### config.mk
export PLATFORM = sky130hd
export DESIGN_NAME = trial_division_prime_test_core
export DESIGN_NICKNAME = d
export VERILOG_FILES = /design/src/rtl/core/tdpt_pkg.sv /design/src/rtl/core/trial_division_prime_test_core.sv /design/src/rtl/core/tdpt_datapath.sv /design/src/rtl/core/tdpt_ctrl.sv
export SDC_FILE = /design/constraint.sdc
export NUM_CORES = 1
export LEC_CHECK = 0
export BUFFER_PORTS_ARGS = -buffer_cell sky130_fd_sc_hd__buf_2
export CORE_MARGIN = 3
export CORE_UTILIZATION = 30
export CTS_BUF_LIST = sky130_fd_sc_hd__clkbuf_4 sky130_fd_sc_hd__clkbuf_8
export DETAILED_ROUTE_END_ITERATION = 8
export HOLD_SLACK_MARGIN = 0.08
export PLACE_DENSITY = 0.55
export SLEW_MARGIN = 20
export SYNTH_ARGS = -nofsm -noshare
export SYNTH_HDL_FRONTEND = slang
export SYNTH_SLANG_ARGS = --single-unit
export TNS_END_PERCENT = 30
### constraint.sdc
create_clock -name i_clk -period 3.1 [get_ports i_clk]
set_clock_uncertainty 0.1 [all_clocks]
set_input_delay 0.62 -clock i_clk [delete_from_list [all_inputs] [get_ports i_clk]]
set_output_delay 0.62 -clock i_clk [all_outputs]
set_load 0.02 [all_outputs]
### src/rtl/core/tdpt_pkg.sv
package tdpt_pkg;

    // width of the number under test, low bits of the input beat
    localparam int NUMBER_WIDTH = 32;
    // fixed width of the input field
    localparam int IN_W  = 32;
    // odd trial divisor, holds values just past the square root
    localparam int DIV_W = NUMBER_WIDTH / 2 + 1;
    // square of the divisor
    localparam int SQ_W  = 2 * DIV_W;
    // bit counter of the restoring division
    localparam int CNT_W = (NUMBER_WIDTH > 1) ? $clog2(NUMBER_WIDTH) : 1;

    // commands from controller to datapath
    typedef struct packed {
        logic load;       // latch the number from the input beat
        logic init_div;   // divisor = 3, square = 9
        logic start_div;  // clear remainder, load dividend shifter
        logic step_div;   // one restoring division step
        logic next_div;   // divisor += 2, square updated
    } t_dp_cmd;

    // status from datapath to controller
    typedef struct packed {
        logic below_two;  // number is zero or one
        logic is_two;     // number equals two
        logic is_even;    // low bit clear
        logic in_bound;   // divisor squared <= number
        logic div_last;   // current step is the final division step
        logic rem_zero;   // registered remainder is zero
    } t_dp_status;

endpackage

### src/rtl/core/trial_division_prime_test_core.sv
// channel  | valid       | stall       | payload
// ---------+-------------+-------------+-----------------------------
// input    | i_in_valid  | o_in_stall  | i_number_value [31:0]
// output   | o_out_valid | i_out_stall | o_prime_flag
//
// an odd number n >= 3 is divided by the odd divisors 3, 5, 7 and on until one divides it
// or the divisor squared exceeds n, so up to about sqrt(n)/2 divisors are tried; the
// bit-serial remainder unit works out each remainder one bit per cycle.
// zero, one, two and even numbers finish without any division.
// reset is synchronous, active low, and clears the controller and output valid.
// a new beat is taken once the previous result sits in the output register;
// a stalled output holds its beat and the core waits to post the next one.
module trial_division_prime_test_core (
    input  logic                      i_clk,
    input  logic                      i_rst_n,
    input  logic                      i_in_valid,
    output logic                      o_in_stall,
    input  logic [tdpt_pkg::IN_W-1:0] i_number_value,
    output logic                      o_out_valid,
    input  logic                      i_out_stall,
    output logic                      o_prime_flag
);
    import tdpt_pkg::*;

    t_dp_cmd    w_cmd;
    t_dp_status w_status;

    // sequencer and output register
    tdpt_ctrl u_ctrl (
        .i_clk        (i_clk),
        .i_rst_n      (i_rst_n),
        .i_in_valid   (i_in_valid),
        .o_in_stall   (o_in_stall),
        .o_out_valid  (o_out_valid),
        .i_out_stall  (i_out_stall),
        .o_prime_flag (o_prime_flag),
        .i_status     (w_status),
        .o_cmd        (w_cmd)
    );

    // number, divisor and remainder unit
    tdpt_datapath u_datapath (
        .i_clk          (i_clk),
        .i_number_value (i_number_value),
        .i_cmd          (w_cmd),
        .o_status       (w_status)
    );

endmodule

### src/rtl/core/tdpt_datapath.sv
module tdpt_datapath (
    input  logic                         i_clk,
    input  logic [tdpt_pkg::IN_W-1:0]    i_number_value,
    input  tdpt_pkg::t_dp_cmd            i_cmd,
    output tdpt_pkg::t_dp_status         o_status
);
    import tdpt_pkg::*;

    localparam logic [CNT_W-1:0] CNT_LAST = CNT_W'(NUMBER_WIDTH - 1);
    localparam logic [DIV_W-1:0] DIV_INIT = DIV_W'(3);
    localparam logic [DIV_W-1:0] DIV_INC  = DIV_W'(2);
    localparam logic [SQ_W-1:0]  SQ_INIT  = SQ_W'(9);
    localparam logic [SQ_W-1:0]  SQ_INC   = SQ_W'(4);

    logic [NUMBER_WIDTH-1:0]      r_number;
    logic [DIV_W-1:0]             r_divisor;
    logic [SQ_W-1:0]              r_square;
    logic [NUMBER_WIDTH-1:0]      r_dividend;
    logic [DIV_W-1:0]             r_rem;
    logic [CNT_W-1:0]             r_cnt;

    logic [NUMBER_WIDTH+IN_W-1:0] w_in_wide;
    logic [DIV_W:0]               w_trial;
    logic [DIV_W:0]               w_diff;
    logic                         w_fits;
    logic [DIV_W-1:0]             n_rem;

    // keep only the low number bits of the input beat
    assign w_in_wide = {{NUMBER_WIDTH{1'b0}}, i_number_value};

    // one restoring division step: shift in next dividend bit, subtract if it fits
    always_comb begin
        w_trial = {r_rem, r_dividend[NUMBER_WIDTH-1]};
        w_diff  = w_trial - {1'b0, r_divisor};
        w_fits  = (w_trial >= {1'b0, r_divisor});
        n_rem   = w_fits ? w_diff[DIV_W-1:0] : w_trial[DIV_W-1:0];
    end

    // number, divisor and square registers
    always_ff @(posedge i_clk) begin
        if (i_cmd.load) begin
            r_number <= w_in_wide[NUMBER_WIDTH-1:0];
        end
        if (i_cmd.init_div) begin
            r_divisor <= DIV_INIT;
            r_square  <= SQ_INIT;
        end else if (i_cmd.next_div) begin
            r_divisor <= r_divisor + DIV_INC;
            r_square  <= r_square + {{(SQ_W-DIV_W-2){1'b0}}, r_divisor, 2'b00} + SQ_INC;
        end
    end

    // division shifter, remainder and bit counter
    always_ff @(posedge i_clk) begin
        if (i_cmd.start_div) begin
            r_dividend <= r_number;
            r_rem      <= '0;
            r_cnt      <= '0;
        end else if (i_cmd.step_div) begin
            r_dividend <= {r_dividend[NUMBER_WIDTH-2:0], 1'b0};
            r_rem      <= n_rem;
            r_cnt      <= r_cnt + CNT_W'(1);
        end
    end

    // status back to the controller
    always_comb begin
        o_status.below_two = (r_number[NUMBER_WIDTH-1:1] == '0);
        o_status.is_two    = (r_number == NUMBER_WIDTH'(2));
        o_status.is_even   = ~r_number[0];
        o_status.in_bound  = (r_square <= {{(SQ_W-NUMBER_WIDTH){1'b0}}, r_number});
        o_status.div_last  = (r_cnt == CNT_LAST);
        o_status.rem_zero  = (r_rem == '0);
    end

endmodule

### src/rtl/core/tdpt_ctrl.sv
module tdpt_ctrl (
    input  logic                  i_clk,
    input  logic                  i_rst_n,
    input  logic                  i_in_valid,
    output logic                  o_in_stall,
    output logic                  o_out_valid,
    input  logic                  i_out_stall,
    output logic                  o_prime_flag,
    input  tdpt_pkg::t_dp_status  i_status,
    output tdpt_pkg::t_dp_cmd     o_cmd
);
    import tdpt_pkg::*;

    typedef enum logic [2:0] {
        S_IDLE,
        S_CLASSIFY,
        S_BOUND,
        S_DIVIDE,
        S_CHECK,
        S_FINISH
    } t_state;

    t_state r_state;
    t_state n_state;
    logic   r_out_valid;
    logic   r_prime;
    logic   r_result;
    logic   n_result;
    logic   w_in_beat;
    logic   w_out_free;

    assign w_in_beat  = i_in_valid && (r_state == S_IDLE);
    assign w_out_free = !r_out_valid || !i_out_stall;

    // next state, result and datapath commands
    always_comb begin
        n_state = r_state;
        n_result = r_result;
        o_cmd = '0;
        unique case (r_state)
            S_IDLE: begin
                if (w_in_beat) begin
                    o_cmd.load = 1'b1;
                    n_state = S_CLASSIFY;
                end
            end
            S_CLASSIFY: begin
                if (i_status.below_two) begin
                    n_result = 1'b0;
                    n_state = S_FINISH;
                end else if (i_status.is_two) begin
                    n_result = 1'b1;
                    n_state = S_FINISH;
                end else if (i_status.is_even) begin
                    n_result = 1'b0;
                    n_state = S_FINISH;
                end else begin
                    o_cmd.init_div = 1'b1;
                    n_state = S_BOUND;
                end
            end
            S_BOUND: begin
                if (i_status.in_bound) begin
                    o_cmd.start_div = 1'b1;
                    n_state = S_DIVIDE;
                end else begin
                    n_result = 1'b1;
                    n_state = S_FINISH;
                end
            end
            S_DIVIDE: begin
                o_cmd.step_div = 1'b1;
                if (i_status.div_last) begin
                    n_state = S_CHECK;
                end
            end
            S_CHECK: begin
                if (i_status.rem_zero) begin
                    n_result = 1'b0;
                    n_state = S_FINISH;
                end else begin
                    o_cmd.next_div = 1'b1;
                    n_state = S_BOUND;
                end
            end
            S_FINISH: begin
                if (w_out_free) begin
                    n_state = S_IDLE;
                end
            end
            default: begin
                n_state = S_IDLE;
            end
        endcase
    end

    // state and output register
    always_ff @(posedge i_clk) begin
        if (!i_rst_n) begin
            r_state     <= S_IDLE;
            r_out_valid <= 1'b0;
            r_result    <= 1'b0;
            r_prime     <= 1'b0;
        end else begin
            r_state  <= n_state;
            r_result <= n_result;
            if (r_state == S_FINISH && w_out_free) begin
                r_out_valid <= 1'b1;
                r_prime     <= r_result;
            end else if (r_out_valid && !i_out_stall) begin
                r_out_valid <= 1'b0;
            end
        end
    end

    assign o_in_stall   = (r_state != S_IDLE);
    assign o_out_valid  = r_out_valid;
    assign o_prime_flag = r_prime;

endmodule

* Word level (Yosys, flattened, before mapping)
Index checks and enable logic that the tools add are counted.
** Operators by class
- Add/sub/neg operators :: 5
- Multipliers :: 0
- Div/mod/pow operators :: 0
- Order comparisons :: 2
- Equality and inequality tests :: 13
- Shifts and indexed selects :: 0
- Mux-type cells :: 31
- Bitwise operators :: 0
- Reductions and logical operators :: 15
** Operator list (count)
- $mux W32 :: 2
- $add A34 B19 Y34 :: 1
- $add A34 B3 Y34 const B :: 1
- $le A34 B32 Y1 :: 1
- $eq A32 B2 Y1 const B :: 1
- $logic_not A31 Y1 :: 1
- $mux W3 :: 8
- $ge A18 B17 Y1 :: 1
- $mux W1 :: 18
- $pmux W3 S6 :: 1
- $add A17 B2 Y17 const B :: 1
- $logic_not A17 Y1 :: 1
- $mux W17 :: 1
- $sub A17 B17 Y17 :: 1
- $ne A2 B1 Y1 const B :: 4
- $eq A3 B2 Y1 const B :: 2
- $eq A3 B3 Y1 const B :: 2
- $reduce_bool A3 Y1 :: 2
- $add A5 B1 Y5 const B :: 1
- $eq A5 B5 Y1 const B :: 1
- $ne A4 B4 Y1 const B :: 1
- $reduce_and A4 Y1 :: 1
- $reduce_bool A2 Y1 :: 2
- $eq A3 B1 Y1 const B :: 1
- 7 further kinds :: 10
** Storage, ports and cells
- Register bits :: 143
- Latch bits :: 0
- Memory bits (writable) :: 0
- Memory bits (read-only) :: 0
- Input port bits :: 36
- Output and inout port bits :: 3
- Word-level logic and storage cells :: 76
- Memories :: 0

* Logic depth before layout (Yosys ltp)
Gate-level depths: netlist (run 1).
- Depth after elaboration :: 4
- Depth in mapped cells :: 12
- Depth with buffers taken out :: 12

* Modules after synthesis
From an unflattened synthesis (run 1), not the netlist that was laid out.
** Unflattened totals
- Cell total of the unflattened synthesis :: 888
- Area, all modules :: 8598.2 um^2
** By module, submodules not included
- tdpt_datapath :: times used 1, cells an instance 832, area an instance 8167.8 um^2, seq. area each 3303.2 um^2
- tdpt_ctrl :: times used 1, cells an instance 56, area an instance 430.4 um^2, seq. area each 120.1 um^2

* Worst setup path before layout (run 1)
No wires, ideal clock.
- Kind :: reg2reg
- Start :: reg u_datapath.r_number[31]
- End :: reg u_datapath.r_dividend[0] (enable)
- Library setup time :: 0.389 ns
- Arrival :: 2.749 ns
- Required time :: 2.611 ns
- Path slack :: -0.138 ns
- Stages on the path, launching flop included :: 11
- Buffers on the path :: 2
- Clock period less this slack :: 3.238 ns
- Cell sequence :: edfxtp_1 -> inv_1 -> ha_1 -> a2111oi_0 -> o41ai_1 -> nand2b_1 -> o2bb2ai_2 -> o22a_2 -> buf_6 -> buf_6 -> nand2_1
** Between the ends
- Cells in the longest elaborated chain, start to end :: 4
** Ends and longest elaborated chain
- from (decl) :: RTL line tdpt_datapath.sv:15 : logic [NUMBER_WIDTH-1:0] r_number;
- from (signal assigned) :: RTL line tdpt_datapath.sv:42 : r_number <= w_in_wide[NUMBER_WIDTH-1:0];
- $le A34 B32 Y1 :: RTL line tdpt_datapath.sv:71 : o_status.in_bound = (r_square <= {{(SQ_W-NUMBER_WIDTH){1'b0}}, r_number});
- $mux W1 :: RTL line tdpt_ctrl.sv:63 : if (i_status.in_bound) begin
- $mux W1 :: RTL line tdpt_ctrl.sv:40 : unique case (r_state)
- $reduce_bool A2 Y1 (no line)
- to (signal assigned) :: RTL line tdpt_datapath.sv:56 : r_dividend <= r_number;
- to (signal assigned) :: RTL line tdpt_datapath.sv:60 : r_dividend <= {r_dividend[NUMBER_WIDTH-2:0], 1'b0};
- to (decl) :: RTL line tdpt_datapath.sv:18 : logic [NUMBER_WIDTH-1:0] r_dividend;
Every way passes these cells.
A chain may end at the register's enable or synchronous reset.

* Worst setup path in the final report (run 1)
- Start :: reg u_datapath.r_number[12]
- End :: reg u_datapath.r_dividend[31], data pin
** Between the ends
- Cells in the longest elaborated chain, start to end :: 4
** Ends and longest elaborated chain
- $le A34 B32 Y1 :: RTL line tdpt_datapath.sv:71
- $mux W1 :: RTL line tdpt_ctrl.sv:63
- $mux W1 :: RTL line tdpt_ctrl.sv:40
- $mux W32 :: RTL line tdpt_datapath.sv:55 : if (i_cmd.start_div) begin
Every way passes these cells.

==> summary.md, run 1 <==
| Metric | Value |
|---|---|
| I/O pin total | `39` |
| CP Launch Type | `register` |
| Post-synthesis compound-gate area fraction | `between 10 and 15%` |
| CP Class | `reg -> reg` |
| Die area | `approximately 30000 sq um` |
| Met2 GRT Util | `around a fifth` |
| Inst Count DP | `about 1300` |
| Mapped Nets | `just under 1000` |
| Avg Inst Size Synth | `roughly 9.6 sq um` |
| Vias | `~6500` |
| Gate power share | `about 48%` |
| Prevailing post-synth register cell | `dfxtp_1` |
| Port Buf Inserts | `38` |
| Mux contribution to synthesized area | `under 10%` |
| Ant diodes | `0` |
| Max-slew headroom | `between 40% and 50%` |
| RSZ-0062 raised after global routing | `true` |
| Min-Delay Path Class | `in -> reg` |
| Placed wire-length estimate | `between 10000 and 15000 um` |
| CP Data Arrival Time | `between 3 and 4 ns` |
| GRT met3 Usage | `2.74%` |
| Worst Slack Setup Final | `0.156 ns` |
| Met1 usage | `18.6%` |
| Clk buf depth | `2` |
| Initial antenna violation count | `0` |
| VDD IR-drop max | `0.511 mV` |
| Final worst-path cycle share | `between 90% and 100%` |
| DRT antenna net count | `0` |
| Tot Pwr | `roughly 8.2 mW` |
| Internal power | `~5.0 mW` |
| Area delta synth->final | `16.0%` |
| DIE HEIGHT | `approximately 170 um` |
| WL per Instance | `~15 um` |
| Mapped Area | `about 8300 sq um` |
| GR peak layer | `met2` |
| Clock Sinks | `139` |
| Place WS | `0.0670 ns` |
| Yosys cell types | `75` |
| Outcome | `completed` |
| PD cells | `about 850 nW/um^2` |
| Post-synthesis xor/xnor area fraction | `4.20%` |
| Critical path peak fanout | `32` |
| Setup violators final | `0` |
| GRT Resource Usage Total | `13.2%` |
| 1st-pass router iterations | `5` |
| GRT overflow | `0` |
| Core footprint | `27200 sq um` |
| Clock power share | `between 10% and 20%` |
| Starting density of the core | `a little under a third` |
| Gpl congestion | `slightly above 0.8` |
| Switching share of power | `39.6%` |
| Vias in the first global route | `around 6400` |
| Final net count | `roughly 1100` |
| Switch Pwr | `3.24 mW` |
| Hold Vio Cnt, Final | `0` |
| Post-Synth Adder-Cell Area | `between 10 and 15%` |
| TritonCTS clock tree | `built` |
| Largest family of logic cells by synthesized area | `simple AND/OR/NAND/NOR gates` |
| Sequential power share | `34.5%` |
| Final TNS setup | `0 ns` |
| Crit. End Element | `register` |
| Clk Latency, worst-skew pair | `~0.45 ns` |
| Leak | `around 4 nW` |
| Synth warnings | `0` |
| Worst Path Required | `approximately 3.2 ns` |
| CTS clk-pin slew, worst paths | `approximately 0.090 ns` |
| Layout cell share with drive strength beyond 1 | `about 18%` |
| Largest net degree at the start of global routing | `33` |
| Post-synth EDFFs | `64` |
| Worst slew pin tran | `around 0.88 ns` |
| Fmax | `0.340 GHz` |
| Hold Slack | `around 0.24 ns` |
| Post-synth ARST share | `0%` |
| #FFs+latches synth | `~140` |
| Total Wirelength | `about 20000 um` |
| Root buffer selected by CTS | `clkbuf_8` |
| Row cnt | `60` |
| Non-filler cells in the finished layout | `roughly 1300` |
| Mapped Cells | `872` |
| Part of the Yosys area used for sequential elements | `41.0%` |
| Number of remaining DRC errors | `0` |
| Die W | `about 170 um` |
| H-tree depth | `4` |
| Post-synthesis simple-gate area fraction | `between 15 and 20%` |
| Slew Limit Fails | `0` |
| Max Cap Viol | `0` |
| Global-route wire length before repair | `between 30000 and 40000 um` |
| Vias per cell | `between 4 and 5` |
| Post-layout min period | `roughly 3 ns` |
| Initial DRC count | `between 400 and 500` |
| TritonCTS Buffers | `17` |
| Postcts setup bufs | `0` |
==> registers in the layout, indices dropped and copies added (netlist names), 3 cells and up <==
register	count
u_ctrl.r_state	3
u_datapath.r_cnt	5
u_datapath.r_dividend	32
u_datapath.r_divisor	16
u_datapath.r_number	32
u_datapath.r_rem	17
u_datapath.r_square	31
==> cell type report <==
class | instances | area [sq um]
clock buffer | 17 | 234
clock inverter | 14 | 148
fill | 2836 | 17500
inverter | 63 | 236
multi-input combinational | 645 | 4600
sequential | 139 | 3420
tap | 372 | 465
timing repair buffer | 85 | 581
==> synthesized netlist by cell type (all sizes together), types with 11 or more instances <==
cell type	instances	area [sq um]
mux2i	18	180
a21oi	73	369
xor2	11	96.3
nand2	71	269
nor4	18	128
mux2	31	349
inv	63	236
clkbuf	15	56.3
nand4	20	125
dfxtp	75	1500
edfxtp	64	1920
o21ai	53	265
nand3	35	180
ha	81	1010
nor2	60	225
or3	14	92.6
xnor2	29	254
nor3	19	105
a211oi	12	95.1
==> routing by layer <==
metal | share of wire, % | wire length [um]
met4 | 1.0 | 199
met3 | 4.1 | 797
met1 | 51 | 10000
met5 | 0 | 0
met2 | 44 | 8550
==> kinds of logic (layout without fill, tap and decap cells) <==
group           Yosys count  in the layout
flops                   139            139
simple gates            283            283
mux                      49             49
fa+ha+maj                83             83
xor+xnor                 40             40
compound gates          190            190
buf+inv                  88            179
==> final timing paths <==
check | from | to | slack (ns) | cells past startpoint
worst max-delay path | u_datapath.r_number[12] | u_datapath.r_dividend[31] | 0.16 | 9
worst min-delay path | i_number_value[27] | u_datapath.r_number[27] | 0.24 | 1
worst max register to register | u_datapath.r_number[12] | u_datapath.r_dividend[31] | 0.16 | 9
worst min register to register | u_datapath.r_cnt[4] | u_datapath.r_cnt[4] | 0.36 | 2
==> power by group through the flow <==
stage               clock network [mW]  registers, mW  logic, mW
global placement                     0           2.87       3.86
finish                            1.47           2.83       3.90
CTS                               1.51           2.83       3.92
detailed placement                   0           2.87       3.88
floorplan                            0           2.71       2.85
global route                      1.58           2.88       4.38
==> placed cells by master (no fill, tap or decap), types with 11 or more instances in the layout <==
| cell type | synthesis | routed |
|---|---|---|
| clkbuf_8 | 0 | 17 |
| nand4_1 | 20 | 20 |
| buf_2 | 2 | 38 |
| ha_1 | 81 | 81 |
| buf_4 | 3 | 44 |
| nor4_1 | 17 | 17 |
| inv_1 | 62 | 62 |
| a21oi_1 | 72 | 72 |
| nand3_1 | 34 | 33 |
| edfxtp_1 | 64 | 64 |
| mux2i_1 | 18 | 18 |
| mux2_2 | 26 | 26 |
| dfxtp_1 | 75 | 74 |
| o21ai_0 | 51 | 51 |
| or3_1 | 13 | 13 |
| xnor2_1 | 29 | 29 |
| nor2_1 | 60 | 59 |
| xor2_1 | 11 | 11 |
| nor3_1 | 17 | 16 |
| nand2_1 | 70 | 69 |
==> worst max-delay path: stages, from the launching register on <==
cell       delay (ns)
edfxtp_1         0.43
inv_1            0.06
ha_1             0.31
nand3_1          0.13
or4_1            0.54
o2111ai_2        0.20
o2bb2ai_2        0.16
o22a_2           0.20
buf_12           0.20
mux2_2           0.37
==> stage by stage <==
stage	instance area, sq um	utilization (%)
after floorplan	8350	-
after global placement	9270	34.1
after detailed placement	9270	34.1
after CTS	9650	35.5
after global routing	9680	35.6
final	9680	35.6
==> what timing repair did <==
item | 4_1_cts | 5_1_grt
hold endpoints to repair | 0 | 0
hold buffers | 0 | 0
gates resized for setup | 0 | 8
endpoints found under the setup margin | 0 | 74
Power figures use the tool's default switching activity.
==> run 2, diff against run 1 <==
--- a/config.mk
+++ b/config.mk
@@ -12,8 +12,8 @@
 export DETAILED_ROUTE_END_ITERATION = 8
 export HOLD_SLACK_MARGIN = 0.08
 export PLACE_DENSITY = 0.55
-export SLEW_MARGIN = 20
 export SYNTH_ARGS = -nofsm -noshare
 export SYNTH_HDL_FRONTEND = slang
+export SYNTH_HIERARCHICAL = 1
 export SYNTH_SLANG_ARGS = --single-unit
 export TNS_END_PERCENT = 30
==> run 2 against run 1 <==
Compared with the run above: the run now ends with negative setup slack left; global-route usage rose by 1.2 points; hold slack improved by 0.0014 ns; core utilization increased by 2.5 points; cell count up 5.7%; sequential cell count is the same; synthesized cell count rose by 1.8%; setup slack lost 0.33 ns; die area rose by 2.9%; via count rose by 9.4%; total power is 9.1% higher; count of clock-buffer cells in the layout unchanged; sequential share of layout area down 3.3 points; highest routed layer unchanged.
==> summary.md, run 2 <==
| Metric | Value |
|---|---|
| Outcome | `complete, but fails checks` |
| Failing checks | `negative setup slack` |
| Number of remaining DRC errors | `0 (unchanged)` |
| GRT Resource Usage Total | `14.4% (+1.2 points)` |
| RSZ-0062 raised after global routing | `true` |
| Avg Inst Size Synth | `9.68 sq um (+1.1%)` |
| CTS clk-pin slew, worst paths | `0.09 ns (about the same)` |
| Slew Limit Fails | `0 (unchanged)` |
| I/O pin total | `39 (unchanged)` |
| Ant diodes | `0 (unchanged)` |
| Part of the Yosys area used for sequential elements | `39.8% (-1.2 points)` |
| Crit-path max cell delay | `0.41 ns (-0.13 ns)` |
| Worst r2r src | `u_datapath/r_number[23]` |
| Final core occ | `38.2% (+2.5 points)` |
| Total Wirelength | `21600 um (+11%)` |
| Row cnt | `61 (+1.7%)` |
| DRT antenna net count | `0 (unchanged)` |
| Mapped Cells | `888 (+1.8%)` |
| CP Data Arrival Time | `3.38 ns (+0.32 ns)` |
| Crit-path cells | `inv_2 -> ha_4 -> a21o_1 -> a21o_1 -> a221o_1 -> a211oi_2 -> a21boi_1 -> o21ai_2 -> nand2_2 -> nor3_4 -> buf_6 -> buf_12 -> buf_16 -> mux2_4` |
| Global-route wire length before repair | `35900 um (+11%)` |
| Area fraction of the dominant cell type after synthesis | `22.4% (-0.67 points)` |
| TritonCTS Buffers | `17 (unchanged)` |
| Die W | `175 um (+1.4%)` |
| DIE HEIGHT | `175 um (+1.4%)` |
| Max Cap Viol | `0 (unchanged)` |
| Place WS | `-0.276 ns (-0.343 ns)` |
| Largest net degree at the start of global routing | `33 (unchanged)` |
| TritonCTS clock tree | `built` |
| CP Launch Type | `register` |
| Cell area after layout | `10700 sq um (+10%)` |
| CP Class | `reg -> reg` |
| Final worst-path cycle share | `106% (+11 points)` |
| Leading cell type in the layout, fill and taps excluded | `buf_4` |
| Layout cell share with drive strength beyond 1 | `24.5% (+6.7 points)` |
| Synth warnings | `6 (+6)` |
| Port Buf Inserts | `38 (unchanged)` |
| Area leader, netlist | `edfxtp_1` |
| GRT overflow | `0 (unchanged)` |
| Leak | `4.59 nW (+15%)` |
| Max-slew headroom | `52.4% (+11 points)` |
| Yosys cell types | `76 (+1.3%)` |
| CP most frequent cell | `a21o_1` |
| Count leader, synth | `ha_1` |
| Flop-to-flop setup slack | `-0.18 ns (-0.33 ns)` |
| Commonest cells after routing, fill and taps aside | `buf_4 (92), ha_1 (80), dfxtp_1 (74)` |
| Post-synth EDFFs | `64 (unchanged)` |
| Hold Buf Count CTS | `0 (unchanged)` |
| Fmax | `0.305 GHz (-10%)` |
| Gpl congestion | `0.888 (+9.4%)` |
| Initial antenna violation count | `0 (unchanged)` |
| # fillers | `2804 (-1.1%)` |
| Mapped Area | `8600 sq um (+3.0%)` |
| Biggest regs | `u_datapath/r_dividend (32), u_datapath/r_number (32), u_datapath/r_square (31)` |
| WHS Endpoint | `u_datapath/r_number[20]` |
| Area delta synth->final | `24.3%` |
| Core footprint | `28000 sq um (+3.1%)` |
| DR top layer | `met4` |
| Post-synth ARST share | `0% (unchanged)` |
| PD cells | `836 nW/um^2 (-1.1%)` |
| Post-DP Area | `9960 sq um (+7.4%)` |
| H-tree depth | `4 (unchanged)` |
| Critical path peak fanout | `8 (-75%)` |
| Mapped Nets | `1007 (+1.6%)` |
| Vias per cell | `5.04 (+3.5%)` |
| CP max-delay cell | `edfxtp_1` |
| Final net count | `1139 (+6.4%)` |
| Starting density of the core | `30.7% (about the same)` |
| Met3 wire length | `703 um (-12%)` |
| Hold path start | `i_number_value[20]` |
| Worst Path Required | `3.20 ns (about the same)` |
| WL met1 | `10700 um (+6.8%)` |
| Hold Vio Cnt, Final | `0 (unchanged)` |
| VDD IR-drop max | `0.391 mV (-23%)` |
| Setup violators final | `67 (+67)` |
| Worst slew pin tran | `0.715 ns (-0.166 ns)` |
| Min-Delay Path Class | `in -> reg` |
| Clock Sinks | `139 (unchanged)` |
| Post-layout min period | `3.28 ns (+0.334 ns)` |
| Worst Slack Setup Final | `-0.178 ns (-0.334 ns)` |
| Clk buf depth | `2 (unchanged)` |
| WL per Instance | `15.3 um (+4.7%)` |
| Worst Hold Depth | `1 (unchanged)` |
| Reg2reg path depth | `14 (+5)` |
| Clk Latency, worst-skew pair | `0.45 ns (about the same)` |
| Die area | `30700 sq um (+2.9%)` |
| Met2 WL | `9930 um (+16%)` |
| Initial DRC count | `326 (-32%)` |
| Largest cells by area after synthesis | `edfxtp_1 (22%), dfxtp_1 (17%), ha_1 (12%), mux2_2 (4.7%), nor2_1 (3.2%)` |
| Capturing point of the worst reg2reg path | `u_datapath/r_dividend[3]` |
| Commonest cells post-synth | `ha_1 (81), dfxtp_1 (75), nor2_1 (74)` |
| Root buffer selected by CTS | `clkbuf_8` |
| Placed wire-length estimate | `16000 um (+7.0%)` |
| Crit. End Element | `register` |
| 1st-pass router iterations | `5 (unchanged)` |
| #FFs+latches synth | `139 (unchanged)` |
| Prevailing post-synth register cell | `dfxtp_1` |
| Vias in the first global route | `6852 (+6.9%)` |
| Vias | `7107 (+9.4%)` |
## run 2: cell count changes in the layout (fill, tap and decap cells not counted), moves of 19 or more
cell and delta:
mux2_2 -21, buf_4 +48, o21ai_0 -19, a21oi_1 -31, mux2_4 +31, nand2_1 -20, a21o_1 +19
## run 2: repair_timing
item / in CTS / in global routing
gates cloned: 3 / 0
endpoints found under the setup margin: 75 / 78
resized for setup: 33 / 15
setup buffers: 5 / 1
pin swaps: 5 / 7
## run 2: per-stage QoR
step	TNS [ns]	std cells	total power, mW	hold slack, ns
floorplan	-2.58	888	5.67	0.367
detailed placement	-16.14	1370	7.00	0.396
finish	-9.80	1411	8.94	0.237
global placement	-10.95	1370	6.98	0.381
global route	-20.35	1411	9.60	0.199
CTS	-1.46	1410	8.90	0.196
## run 2: metal layers
metal	global-route usage [%]	vias to the layer above
met5	0	-
met4	4.55	0
met3	2.14	16
met2	23.1	124
met1	20.1	3376
li1	-	3591
## run 2: cell type report
cell class | instances | area, sq um | area share [%]
inverters | 65 | 251 | 2.35
repair buffers | 142 | 1130 | 10.6
multi-input cells | 655 | 4990 | 46.7
flip-flops and latches | 139 | 3420 | 32.0
clock buffers | 17 | 234 | 2.19
clock inverters | 15 | 178 | 1.66
well taps | 378 | 473 | 4.43
## run 2: where the power goes
group          total [mW]  internal, mW  switching [mW]
Combinational        4.56          2.09            2.46
Clock                1.58         0.747           0.829
Sequential           2.81          2.49           0.312
Total                8.94          5.33            3.60
## run 2: worst max-delay path: cells and delay by family (launching register included)
family / cells / cell delay [ns]
AO/OA/AOI/OAI: 6 / 1.21
buffers and inverters: 4 / 0.49
flip-flops: 1 / 0.41
AND/OR/NAND/NOR: 2 / 0.32
multiplexers: 1 / 0.30
adder cells (fa/ha/maj): 1 / 0.20
## run 2: kinds of logic after synthesis
group                      count (synthesis)  share of synthesized area, %
muxes                                     49                          6.23
and+or+nand+nor                          290                          17.7
AOI/OAI and AO/OA                        200                          16.2
DFF                                      139                          39.8
adders and majority gates                 83                          12.3
buffers and inverters                     94                          4.39
xor gates and xnor gates                  33                          3.36
## run 2: worst max path at each step
stage	cells past startpoint	end	slack, ns	from
after floorplan	13	u_datapath/r_dividend[15]	-0.09	u_datapath/r_number[23]
after global placement	13	u_datapath/r_dividend[25]	-0.19	u_datapath/r_number[23]
after detailed placement	13	u_datapath/r_dividend[12]	-0.28	u_datapath/r_number[23]
after CTS	14	u_datapath/r_dividend[1]	-0.08	u_datapath/r_number[23]
after global routing	15	u_datapath/r_dividend[18]	-0.32	u_datapath/r_number[23]
final	14	u_datapath/r_dividend[3]	-0.18	u_datapath/r_number[23]
